--- src/imhq_pkg.sv ---
`timescale 1ns / 1ps
package imhq_pkg;
  localparam int NumVertices = 256;
  localparam int VtxW = 8;
  localparam int SlotW = 8;
  localparam int CntW = 9;
  localparam int KeyW = 31;

  localparam logic [1:0] ReqInsert = 2'd0;
  localparam logic [1:0] ReqDecrease = 2'd1;
  localparam logic [1:0] ReqExtract = 2'd2;

  localparam logic [1:0] StDone = 2'd0;
  localparam logic [1:0] StDupInsert = 2'd1;
  localparam logic [1:0] StEmpty = 2'd2;
  localparam logic [1:0] StDecIgnored = 2'd3;

  typedef struct packed {
    logic [VtxW-1:0] vtx;
    logic [KeyW-1:0] key;
  } heap_slot_t;

  typedef enum logic [3:0] {
    CmdNone, CmdLoad, CmdRdPos, CmdRdCur, CmdDecide, CmdInsWr, CmdDecWr, CmdExtTop,
    CmdExtLast, CmdRdPar, CmdUpStep, CmdRdKids, CmdDnStep, CmdFinish
  } dp_cmd_t;

  typedef struct packed {
    logic [1:0] req;
    logic       ins_ok;
    logic       dec_ok;
    logic       ext_ok;
    logic       ext_more;
    logic       up_swap;
    logic       up_root;
    logic       dn_swap;
  } dp_status_t;
endpackage

--- src/imhq_ctrl.sv ---
`timescale 1ns / 1ps
module imhq_ctrl (
  input  logic                  clk,
  input  logic                  rst_n,
  input  logic                  in_fire,
  input  logic                  out_busy,
  input  imhq_pkg::dp_status_t  st,
  output imhq_pkg::dp_cmd_t     cmd,
  output logic                  in_ready
);
  localparam logic [3:0] S_IDLE = 4'd0;
  localparam logic [3:0] S_POS  = 4'd1;
  localparam logic [3:0] S_CUR  = 4'd2;
  localparam logic [3:0] S_DEC  = 4'd3;
  localparam logic [3:0] S_UPR  = 4'd4;
  localparam logic [3:0] S_UPS  = 4'd5;
  localparam logic [3:0] S_DNR  = 4'd6;
  localparam logic [3:0] S_DNS  = 4'd7;
  localparam logic [3:0] S_FIN  = 4'd8;

  logic [3:0] state_r, state_nxt;

  assign in_ready = (state_r == S_IDLE);

  always_comb begin
    state_nxt = state_r;
    cmd = imhq_pkg::CmdNone;
    unique case (state_r)
      S_IDLE: if (in_fire) begin
        cmd = imhq_pkg::CmdLoad;
        state_nxt = S_POS;
      end
      S_POS: begin
        cmd = imhq_pkg::CmdRdPos;
        state_nxt = S_CUR;
      end
      S_CUR: begin
        cmd = imhq_pkg::CmdRdCur;
        state_nxt = S_DEC;
      end
      S_DEC: begin
        // Position and slot data are registered; decide what the request does.
        if (st.req == imhq_pkg::ReqInsert && st.ins_ok) begin
          cmd = imhq_pkg::CmdInsWr;
          state_nxt = S_UPR;
        end else if (st.req == imhq_pkg::ReqDecrease && st.dec_ok) begin
          cmd = imhq_pkg::CmdDecWr;
          state_nxt = S_UPR;
        end else if (st.req == imhq_pkg::ReqExtract && st.ext_ok) begin
          cmd = st.ext_more ? imhq_pkg::CmdExtLast : imhq_pkg::CmdExtTop;
          state_nxt = st.ext_more ? S_DNR : S_FIN;
        end else begin
          cmd = imhq_pkg::CmdDecide;
          state_nxt = S_FIN;
        end
      end
      S_UPR: begin
        if (st.up_root) state_nxt = S_FIN;
        else begin
          cmd = imhq_pkg::CmdRdPar;
          state_nxt = S_UPS;
        end
      end
      S_UPS: begin
        if (st.up_swap) begin
          cmd = imhq_pkg::CmdUpStep;
          state_nxt = S_UPR;
        end else state_nxt = S_FIN;
      end
      S_DNR: begin
        cmd = imhq_pkg::CmdRdKids;
        state_nxt = S_DNS;
      end
      S_DNS: begin
        if (st.dn_swap) begin
          cmd = imhq_pkg::CmdDnStep;
          state_nxt = S_DNR;
        end else state_nxt = S_FIN;
      end
      S_FIN: if (!out_busy) begin
        cmd = imhq_pkg::CmdFinish;
        state_nxt = S_IDLE;
      end
      default: state_nxt = S_IDLE;
    endcase
  end

  always_ff @(posedge clk) begin
    if (!rst_n) state_r <= S_IDLE;
    else state_r <= state_nxt;
  end
endmodule

--- config.mk ---
export PLATFORM = sky130hd
export DESIGN_NAME = imhq_ctrl
export DESIGN_NICKNAME = d
export VERILOG_FILES = /design/src/imhq_pkg.sv /design/src/imhq_ctrl.sv
export SDC_FILE = /design/constraint.sdc
export NUM_CORES = 1
export LEC_CHECK = 0
export BUFFER_PORTS_ARGS = -buffer_cell sky130_fd_sc_hd__buf_4
export CAP_MARGIN = 10
export CORE_AREA = 4 4 41 43
export CTS_BUF_LIST = sky130_fd_sc_hd__clkbuf_8 sky130_fd_sc_hd__clkbuf_16
export CTS_CLUSTER_DIAMETER = 60
export DETAILED_ROUTE_END_ITERATION = 6
export DIE_AREA = 0 0 45 47
export PLACE_DENSITY = 0.6
export SYNTH_ARGS = -nofsm -noshare
export SYNTH_HDL_FRONTEND = slang
export SYNTH_SLANG_ARGS = --single-unit
--- constraint.sdc ---
create_clock -name clk -period 3.3 [get_ports clk]
set_input_delay 0 -clock clk [delete_from_list [all_inputs] [get_ports clk]]
set_output_delay 0 -clock clk [all_outputs]
set_load 0.02 [all_outputs]
==> results of run 1 <==
## layer usage
| metal | part of all wire (%) | vias up | global-route usage, % |
|---|---|---|---|
| met3 | 12 | 0 | 6.90 |
| met2 | 44 | 26 | 17.5 |
| li1 | - | 239 | - |
| met4 | 0 | 0 | 1.75 |
| met5 | 0 | - | 0 |
| met1 | 44 | 210 | 15.2 |
## through the flow
stage	area [um^2]	setup slack [ns]
after CTS	582	1.60
after floorplan	415	1.96
after global placement	541	1.84
after global routing	582	1.52
final	582	1.61
after detailed placement	541	1.85
## final timing paths
check | startpoint | endpoint | slack (ns)
max | state_r[0] | cmd[3] | 1.61
min | rst_n | state_r[3] | 0.03
max reg2reg | state_r[0] | state_r[2] | 1.97
min reg2reg | state_r[3] | state_r[1] | 0.70
## cells in the final DEF (no fill, tap or decap), types with 2 or more instances in the layout
| master | count |
|---|---|
| sky130_fd_sc_hd__buf_4 | 17 |
| sky130_fd_sc_hd__nor2_1 | 12 |
| sky130_fd_sc_hd__inv_1 | 5 |
| sky130_fd_sc_hd__dfxtp_1 | 4 |
| sky130_fd_sc_hd__nand2b_1 | 3 |
| sky130_fd_sc_hd__a21oi_1 | 3 |
| sky130_fd_sc_hd__mux2i_1 | 3 |
| sky130_fd_sc_hd__clkbuf_8 | 3 |
| sky130_fd_sc_hd__nand3_1 | 2 |
| sky130_fd_sc_hd__o21ai_0 | 2 |
## critical path, cell delays in order (launching register included)
cell	delay, ns
sky130_fd_sc_hd__dfxtp_1	0.52
sky130_fd_sc_hd__or4b_1	0.22
sky130_fd_sc_hd__nor2_2	0.05
sky130_fd_sc_hd__or4_1	0.52
sky130_fd_sc_hd__buf_4	0.17
## cell families (layout without fill, tap and decap cells)
kind of cell,Yosys count,in the layout,synth area share [%]
multiplexers,3,3,7.23
AO/OA/AOI/OAI,13,13,21.7
AND/OR/NAND/NOR,29,29,42.2
flip-flops,4,4,19.3
buffers and inverters,8,25,9.64
## area by class of cell
| class | count | area, um^2 | area share [%] |
|---|---|---|---|
| Multi-Input combinational cell | 45 | 295 | 50.8 |
| Timing Repair Buffer | 17 | 128 | 21.9 |
| Sequential cell | 4 | 80.1 | 13.8 |
| Clock buffer | 3 | 41.3 | 7.10 |
| Inverter | 5 | 18.8 | 3.23 |
| Tap cell | 15 | 18.8 | 3.23 |
## where the power goes
group / switching, uW / internal (uW)
logic: 28.6 / 31.2
clock network: 23.9 / 77.6
registers: 8.20 / 51.7
==> results.txt, run 1 <==
----------------------------------------------------
[Global route]
  First-pass GRT wire length ... 1820 um
  Global Route Usage Sum ... 11.8%
  Largest net degree at the start of global routing ... 13
  Vias in the first global route ... 422
  Gr ovfl total ... 0
  Antenna violations before repair ... 0

[STA]
  Sum of negative setup slack ... 0 ns
  Setup repair after global routing missed its margin ... false
  Worst slew pin tran ... 0.356 ns
  Number of pins with negative max-slew slack in the final report ... 0
  Worst-case clock skew ... 0.00544 ns
  Hold Slack ... 0.0307 ns
  Post-layout min period ... 1.69 ns
  F_max ... 590 MHz
  Number of endpoints failing setup at the final stage ... 0
  Max-Slew Margin vs Limit ... 76.2%
  Final period utilization ... 51.3%
  Hold Fails Final Rpt ... 0

[Worst setup path]
  Largest fanout of any net on the critical path ... 11
  Worst endpoint data arrival time ... 1.69 ns
  Worst path required time ... 3.30 ns
  Kind of start point of the critical path ... register
  Endpoint kind of the worst setup timing path ... output port
  Start-to-end type of the worst setup path ... reg2out
  Logic depth of the worst register-to-register path ... 4

[Placed design]
  PortBufs ... 17
  Placed cell count ... 86
  Final estimated routing congestion in global placement ... 0.758
  DP Wirelength ... 858 um

[Clock tree]
  Buffer type at the clock tree root ... sky130_fd_sc_hd__clkbuf_8
  Clock-pin slew on the worst setup and hold paths ... 0.03 ns
  Gates resized, CTS repair ... 0
  Number of CTS-inserted buffers ... 3
  Post-CTS Setup Inserts ... 0
  Clock tree from TritonCTS ... built
  Maximum number of buffers from clock root to sink ... 2
  CTS hold repair buffers ... 0
  Htree depth ... 1
  Insertion delay of the later-clocked pin in the worst-skew pair ... 0.22 ns
  Number of clock sinks ... 4

[Power]
  Worst supply voltage drop on vdd ... 0.000283 V
  Static leakage power ... 0.000280 uW
  P per Cell Area ... 380 mW/mm^2
  Tot Pwr ... 221 uW

[Yosys]
  Cell taking the most area after synthesis ... sky130_fd_sc_hd__dfxtp_1
  Mapped cell area ... 415 um^2
  Net count after synthesis ... 70
  Top cell type's share of synthesized area ... 19.3%
  Most used DFF post-synth ... sky130_fd_sc_hd__dfxtp_1
  Largest cells by area after synthesis ... sky130_fd_sc_hd__dfxtp_1 19%, sky130_fd_sc_hd__nor2_1 11%, sky130_fd_sc_hd__mux2i_1 7.2%
  Library cells used by synthesis ... 30
  Cell count after synthesis ... 57
  Mean area per synthesized cell ... 7.29 um^2
  Synth warn ... 0
  Seq cells post-synth ... 4
  Share of the yosys chip area belonging to registers ... 19.3%
  Count leader, synth ... sky130_fd_sc_hd__nor2_1
  Fraction of registers with async set or reset after synthesis ... 0%
  Count of flip-flops with a built-in enable after synthesis ... 0
  Most frequent cells after synthesis ... 12 x sky130_fd_sc_hd__nor2_1, 5 x sky130_fd_sc_hd__inv_1, 4 x sky130_fd_sc_hd__dfxtp_1

[Detailed routing]
  Starting DRT DRC Count ... 6
  Drt drc ... 0
  First-pass iteration count of the detailed router ... 4
  ANT nets after route ... 0
  Routed WL per cell ... 11.8 um
  Total wire length after detailed routing ... 1050 um
  Average via count per standard cell ... 5.34
  Detailed-route via count ... 475

[Finish]
  Fraction of final layout cells sized beyond drive strength 1 ... 32.4%
  Filler cell count ... 157
  Antenna cells ... 0
  Register with the most flip-flops ... state_r
  Biggest regs ... state_r: 4 flops
  Final cell utilization of the core ... 44.7%
  Number of nets in the layout ... 89
  Area growth from synthesis to final layout ... 40.1%
  Number of non-filler instances in the completed layout ... 89
  Largest register FFs ... 4

[Hold path]
  Class of the most critical hold timing path ... in2reg
  Cell depth of the worst min-delay path ... 2

[Floorplan]
  Full die area ... 0.00212 mm^2
  Row count ... 13
  Height of the die ... 47 um
  Standard cell core area ... 0.00130 mm^2
  Initial core utilization ... 31.9%
  Die width ... 45 um
  # IOs ... 18

[Run]
  Max-cap violations ... 0

[Run status]
  Status ... complete, no violations

----------------------------------------------------
(Power assumes the default switching activity.)
==> inputs of run 2 (changes only) <==
--- a/config.mk
+++ b/config.mk
@@ -12,7 +12,7 @@
 export CTS_CLUSTER_DIAMETER = 60
 export DETAILED_ROUTE_END_ITERATION = 6
 export DIE_AREA = 0 0 45 47
-export PLACE_DENSITY = 0.6
+export PLACE_DENSITY = 0.63
 export SYNTH_ARGS = -nofsm -noshare
 export SYNTH_HDL_FRONTEND = slang
 export SYNTH_SLANG_ARGS = --single-unit
==> constraint.sdc (replaced) <==
create_clock -name clk -period 1.4 [get_ports clk]
set_input_delay 0 -clock clk [delete_from_list [all_inputs] [get_ports clk]]
set_output_delay 0 -clock clk [all_outputs]
set_load 0.02 [all_outputs]
==> run 2 against run 1 <==
- worst hold slack worse by 0.0088 ns
- the flow now finishes with violations (setup timing)
- register-to-register slack worse by 1.8 ns
- sequential cell count stayed put
- worst setup slack worse by 1.7 ns
- sequential power is 130% higher
- critical path type unchanged
- largest power group unchanged
- sequential share of layout area is 0.92 points lower
- critical path depth stayed put
==> results.txt, run 2 (synthesis results as in run 1) <==
----------------------------------------------------
[Finish]
  Number of nets in the layout ... 100
  Commonest non-fill, non-tap cell in the layout ... sky130_fd_sc_hd__buf_4
  Register with the most flip-flops ... state_r
  Multi-input gate area ... 332 um^2
  Largest register FFs ... 4
  Biggest regs ... state_r: 4 flops
  Storage element area ... 92.6 um^2
  Area growth from synthesis to final layout ... 73.5%
  Most used cells in the layout excluding fill and tap cells ... 26 x sky130_fd_sc_hd__buf_4, 10 x sky130_fd_sc_hd__nor2_1, 5 x sky130_fd_sc_hd__inv_1
  Filler cell count ... 132
  Number of non-filler instances in the completed layout ... 100
  Antenna cells ... 0
  Fraction of final layout cells sized beyond drive strength 1 ... 54.1%

[STA]
  Worst-case clock skew ... 0.00239 ns
  Final period utilization ... 109%
  Number of pins with negative max-slew slack in the final report ... 0
  F_max ... 657 MHz
  Final WS setup ... -0.123 ns
  Number of endpoints failing setup at the final stage ... 3
  Max-Slew Margin vs Limit ... 80.4%
  Setup repair after global routing missed its margin ... true
  Hold Fails Final Rpt ... 0
  Worst slew pin tran ... 0.294 ns
  Post-layout min period ... 1.52 ns

[Placed design]
  Placed cell count ... 95
  PortBufs ... 17
  DP Wirelength ... 915 um
  Final estimated routing congestion in global placement ... 0.743
  Setup slack at placement ... 0.0357 ns

[Clock tree]
  Number of clock sinks ... 4
  Maximum number of buffers from clock root to sink ... 2
  Insertion delay of the later-clocked pin in the worst-skew pair ... 0.22 ns
  Clock-pin slew on the worst setup and hold paths ... 0.03 ns
  Clock tree from TritonCTS ... built
  CTS hold repair buffers ... 0
  Buffer type at the clock tree root ... sky130_fd_sc_hd__clkbuf_8
  Htree depth ... 1
  Number of CTS-inserted buffers ... 3

[Global route]
  Gr ovfl total ... 0
  First-pass GRT wire length ... 1960 um
  Largest net degree at the start of global routing ... 9
  Global Route Usage Sum ... 13.2%
  Antenna violations before repair ... 0
  Vias in the first global route ... 512

[Detailed routing]
  ANT nets after route ... 0
  Starting DRT DRC Count ... 5
  Total wire length after detailed routing ... 1160 um
  Drt drc ... 0
  Routed WL per cell ... 11.6 um
  Detailed-route via count ... 510
  First-pass iteration count of the detailed router ... 2
  Average via count per standard cell ... 5.10

[Floorplan]
  # IOs ... 18
  Row count ... 13
  Die width ... 45 um
  Full die area ... 0.00212 mm^2
  Height of the die ... 47 um
  Initial core utilization ... 31.9%
  Standard cell core area ... 0.00130 mm^2

[Worst setup path]
  Reg-to-Reg Start ... state_r[2]
  CP Capture Point ... cmd[3]
  Kind of start point of the critical path ... register
  Endpoint kind of the worst setup timing path ... output port
  Logic depth of the worst register-to-register path ... 4
  Flop-to-flop setup slack ... 0.17 ns
  Worst path required time ... 1.40 ns
  Worst endpoint data arrival time ... 1.52 ns
  Start-to-end type of the worst setup path ... reg2out
  Crit. Startpoint ... state_r[2]
  Endpoint of the worst register-to-register path ... state_r[1]
  Largest fanout of any net on the critical path ... 5

[Hold path]
  Cell depth of the worst min-delay path ... 2
  Class of the most critical hold timing path ... in2reg

[Power]
  Static leakage power ... 0.000349 uW
  P per Cell Area ... 793 mW/mm^2
  Worst supply voltage drop on vdd ... 0.000528 V

[Run status]
  Failing checks ... setup timing
  Status ... finished, violations left

[Run]
  Max-cap violations ... 0

----------------------------------------------------
-- run 2: metal layers --
layer	global-route usage, %	vias up	wire (um)
met5	0	-	0
met4	10.5	0	8
met3	3.83	2	86
met2	21.2	18	561
met1	14.5	224	503
li1	-	266	-
-- run 2: what timing repair did --
| item | 4_1_cts | 5_1_grt |
|---|---|---|
| resized for setup | 12 | 6 |
| buffers inserted | 0 | 2 |
| setup endpoints to repair | 3 | 3 |
| pin swaps | 1 | 0 |
-- run 2: worst min path at each step --
stage / start / to / slack, ns
3_5_place_dp: rst_n / state_r[1] / 0.25
6_report: rst_n / state_r[3] / 0.02
5_1_grt: rst_n / state_r[3] / 0.03
3_3_place_gp: rst_n / state_r[3] / 0.24
2_1_floorplan: rst_n / state_r[3] / 0.13
4_1_cts: rst_n / state_r[3] / 0.02
-- run 2: cell type report --
cell class,instances,area share [%]
clock buffers,3,5.73
inverters,5,2.60
multi-input cells,45,46.0
flip-flops and latches,4,12.8
well taps,15,2.60
repair buffers,28,30.2
-- run 2: worst max-delay path: stages, from the launching register on --
cell	delay, ns
sky130_fd_sc_hd__dfxtp_2	0.33
sky130_fd_sc_hd__nor2b_4	0.13
sky130_fd_sc_hd__and4_4	0.19
sky130_fd_sc_hd__or4_4	0.51
sky130_fd_sc_hd__buf_6	0.15
-- run 2: per-stage QoR --
| step | util (%) | area [um^2] | power [uW] | setup TNS [ns] | hold WS [ns] |
|---|---|---|---|---|---|
| 6_report | 55.4 | 721 | 571 | -0.280 | 0.0219 |
| 5_1_grt | 55.4 | 721 | 602 | -0.462 | 0.0312 |
| 4_1_cts | 52.4 | 682 | 564 | -0.312 | 0.0194 |
| 3_5_place_dp | 46.7 | 608 | 309 | 0 | 0.246 |
| 3_3_place_gp | 46.7 | 608 | 307 | 0 | 0.239 |
| 2_1_floorplan | - | 415 | 219 | 0 | 0.128 |
-- run 2: report_power, final --
group	internal (uW)	switching [uW]
Combinational	107	86.9
Sequential	121	14.0
Clock	183	59.2
==> inputs of run 3 (changes only) <==
--- a/config.mk
+++ b/config.mk
@@ -12,7 +12,7 @@
 export CTS_CLUSTER_DIAMETER = 60
 export DETAILED_ROUTE_END_ITERATION = 6
 export DIE_AREA = 0 0 45 47
-export PLACE_DENSITY = 0.63
+export PLACE_DENSITY = 0.6
 export SYNTH_ARGS = -nofsm -noshare
 export SYNTH_HDL_FRONTEND = slang
 export SYNTH_SLANG_ARGS = --single-unit
==> constraint.sdc (replaced) <==
create_clock -name clk -period 1.97 [get_ports clk]
set_input_delay 0 -clock clk [delete_from_list [all_inputs] [get_ports clk]]
set_output_delay 0 -clock clk [all_outputs]
set_load 0.02 [all_outputs]
==> run 3 against run 2 <==
- clock power decreased by 29%
- worst hold slack improved by 0.0012 ns
- the flow now finishes without violations
- worst setup slack improved by 0.39 ns
- design area decreased by 19%
- utilization fell by 11 points
- global-route usage grew 0.29 points
- highest routed layer unchanged
- clock skew rose by 0.0021 ns
- combinational power is 48% lower
- non-clock buffer count decreased by 11
- sequential share of layout area rose by 0.92 points
- die area did not move
- clock-buffer cell count unchanged
==> results.txt, run 3 (synthesis results as in run 1) <==
----------------------------------------------------
[Clock tree]
  Maximum number of buffers from clock root to sink ... 2
  Number of CTS-inserted buffers ... 3
  Gates resized, CTS repair ... 0
  Htree depth ... 1
  Buffer type at the clock tree root ... sky130_fd_sc_hd__clkbuf_8
  Clock tree from TritonCTS ... built
  Number of clock sinks ... 4
  Insertion delay of the later-clocked pin in the worst-skew pair ... 0.22 ns
  Post-CTS Setup Inserts ... 0
  CTS hold repair buffers ... 0
  Clock-pin slew on the worst setup and hold paths ... 0.03 ns

[Placed design]
  Final estimated routing congestion in global placement ... 0.755
  Cell area after placement ... 541 um^2
  PortBufs ... 17
  DP Wirelength ... 845 um

[STA]
  Sum of negative setup slack ... 0 ns
  Post-layout min period ... 1.70 ns
  Number of endpoints failing setup at the final stage ... 0
  Hold Fails Final Rpt ... 0
  Number of pins with negative max-slew slack in the final report ... 0
  F_max ... 587 MHz
  Hold Slack ... 0.0232 ns
  Setup repair after global routing missed its margin ... false
  Max-Slew Margin vs Limit ... 75.6%
  Final period utilization ... 86.4%
  Worst slew pin tran ... 0.366 ns
  Worst-case clock skew ... 0.00448 ns

[Finish]
  Register with the most flip-flops ... state_r
  Final cell area excluding filler cells ... 582 um^2
  Commonest non-fill, non-tap cell in the layout ... sky130_fd_sc_hd__buf_4
  Most used cells in the layout excluding fill and tap cells ... 17 x sky130_fd_sc_hd__buf_4, 12 x sky130_fd_sc_hd__nor2_1, 5 x sky130_fd_sc_hd__inv_1
  Largest register FFs ... 4
  Biggest regs ... state_r: 4 flops
  Number of nets in the layout ... 89
  Fraction of final layout cells sized beyond drive strength 1 ... 32.4%
  Antenna cells ... 0
  Area growth from synthesis to final layout ... 40.1%

[Floorplan]
  # IOs ... 18
  Standard cell core area ... 0.00130 mm^2
  Row count ... 13
  Full die area ... 0.00212 mm^2
  Height of the die ... 47 um
  Die width ... 45 um
  Initial core utilization ... 31.9%

[Detailed routing]
  Detailed-route via count ... 464
  Drt drc ... 0
  ANT nets after route ... 0
  Total wire length after detailed routing ... 1110 um
  Starting DRT DRC Count ... 3
  Routed WL per cell ... 12.5 um
  Average via count per standard cell ... 5.21
  First-pass iteration count of the detailed router ... 4

[Power]
  Static leakage power ... 0.000280 uW
  Switching power total ... 104 uW
  Net switching fraction of the power ... 27.9%
  Clock Power Share ... 46.3%
  Worst supply voltage drop on vdd ... 0.000311 V
  Share of power burned in registers ... 26.9%
  Internal power summed over all cells ... 269 uW
  Tot Pwr ... 373 uW
  P per Cell Area ... 642 mW/mm^2
  Fraction of power consumed by combinational cells ... 26.7%

[Global route]
  Vias in the first global route ... 437
  Antenna violations before repair ... 0
  First-pass GRT wire length ... 1930 um
  Global Route Usage Sum ... 13.5%
  Gr ovfl total ... 0
  Largest net degree at the start of global routing ... 13

[Hold path]
  Class of the most critical hold timing path ... in2reg
  Startpoint of the lowest-slack hold path ... rst_n
  Hold Path Sink ... state_r[3]
  Cell depth of the worst min-delay path ... 2

[Worst setup path]
  Flop-to-flop setup slack ... 0.60 ns
  Endpoint kind of the worst setup timing path ... output port
  Kind of start point of the critical path ... register
  Start-to-end type of the worst setup path ... reg2out
  Reg-to-Reg Start ... state_r[0]
  Worst endpoint data arrival time ... 1.70 ns
  Endpoint of the worst register-to-register path ... state_r[2]
  Logic depth of the worst register-to-register path ... 4
  Largest fanout of any net on the critical path ... 11
  Worst path required time ... 1.97 ns

[Run]
  Max-cap violations ... 0

[Run status]
  Status ... complete, no violations

----------------------------------------------------
[run 3: cell types whose count changed in the layout (fill, tap and decap cells not counted), sizes merged]
cell / change
buf: -11
[run 3: how the worst max path moves through the flow]
stage,cells after the start,endpoint,start
after floorplan,4,cmd[3],state_r[2]
after global placement,4,cmd[3],state_r[0]
after detailed placement,4,cmd[3],state_r[0]
after CTS,4,cmd[3],state_r[0]
after global routing,4,cmd[3],state_r[0]
final,4,cmd[3],state_r[0]
[run 3: stage by stage]
stage | cells | util [%] | worst slack (ns)
floorplan | 57 | - | 0.631
global placement | 86 | 41.5 | 0.512
detailed placement | 86 | 41.5 | 0.511
CTS | 89 | 44.7 | 0.255
global route | 89 | 44.7 | 0.197
finish | 89 | 44.7 | 0.267
[run 3: power groups by stage]
stage / sequential (uW) / clock, uW / combinational [uW]
6_report: 101 / 173 / 99.8
5_1_grt: 102 / 181 / 112
4_1_cts: 101 / 178 / 101
3_5_place_dp: 102 / 0 / 100
3_3_place_gp: 101 / 0 / 101
2_1_floorplan: 90.1 / 0 / 65.4
[run 3: routing by layer]
metal	GRT usage (%)	up-vias	part of all wire (%)
met4	10.5	0	4.2
met5	0	-	0
li1	-	240	-
met1	14.5	201	42
met3	7.28	4	9.2
met2	19.8	19	45
[run 3: area by class of cell]
type                            count  area [um^2]
Fill cell                         154          719
Multi-Input combinational cell     45          295
Timing Repair Buffer               17          128
Sequential cell                     4         80.1
Clock buffer                        3         41.3
Inverter                            5         18.8
Tap cell                           15         18.8
[run 3: critical path, cell delays in order (launching register included)]
cell and delay [ns]:
sky130_fd_sc_hd__dfxtp_1 0.53, sky130_fd_sc_hd__or4b_1 0.22, sky130_fd_sc_hd__nor2_2 0.05, sky130_fd_sc_hd__or4_1 0.51, sky130_fd_sc_hd__buf_4 0.17
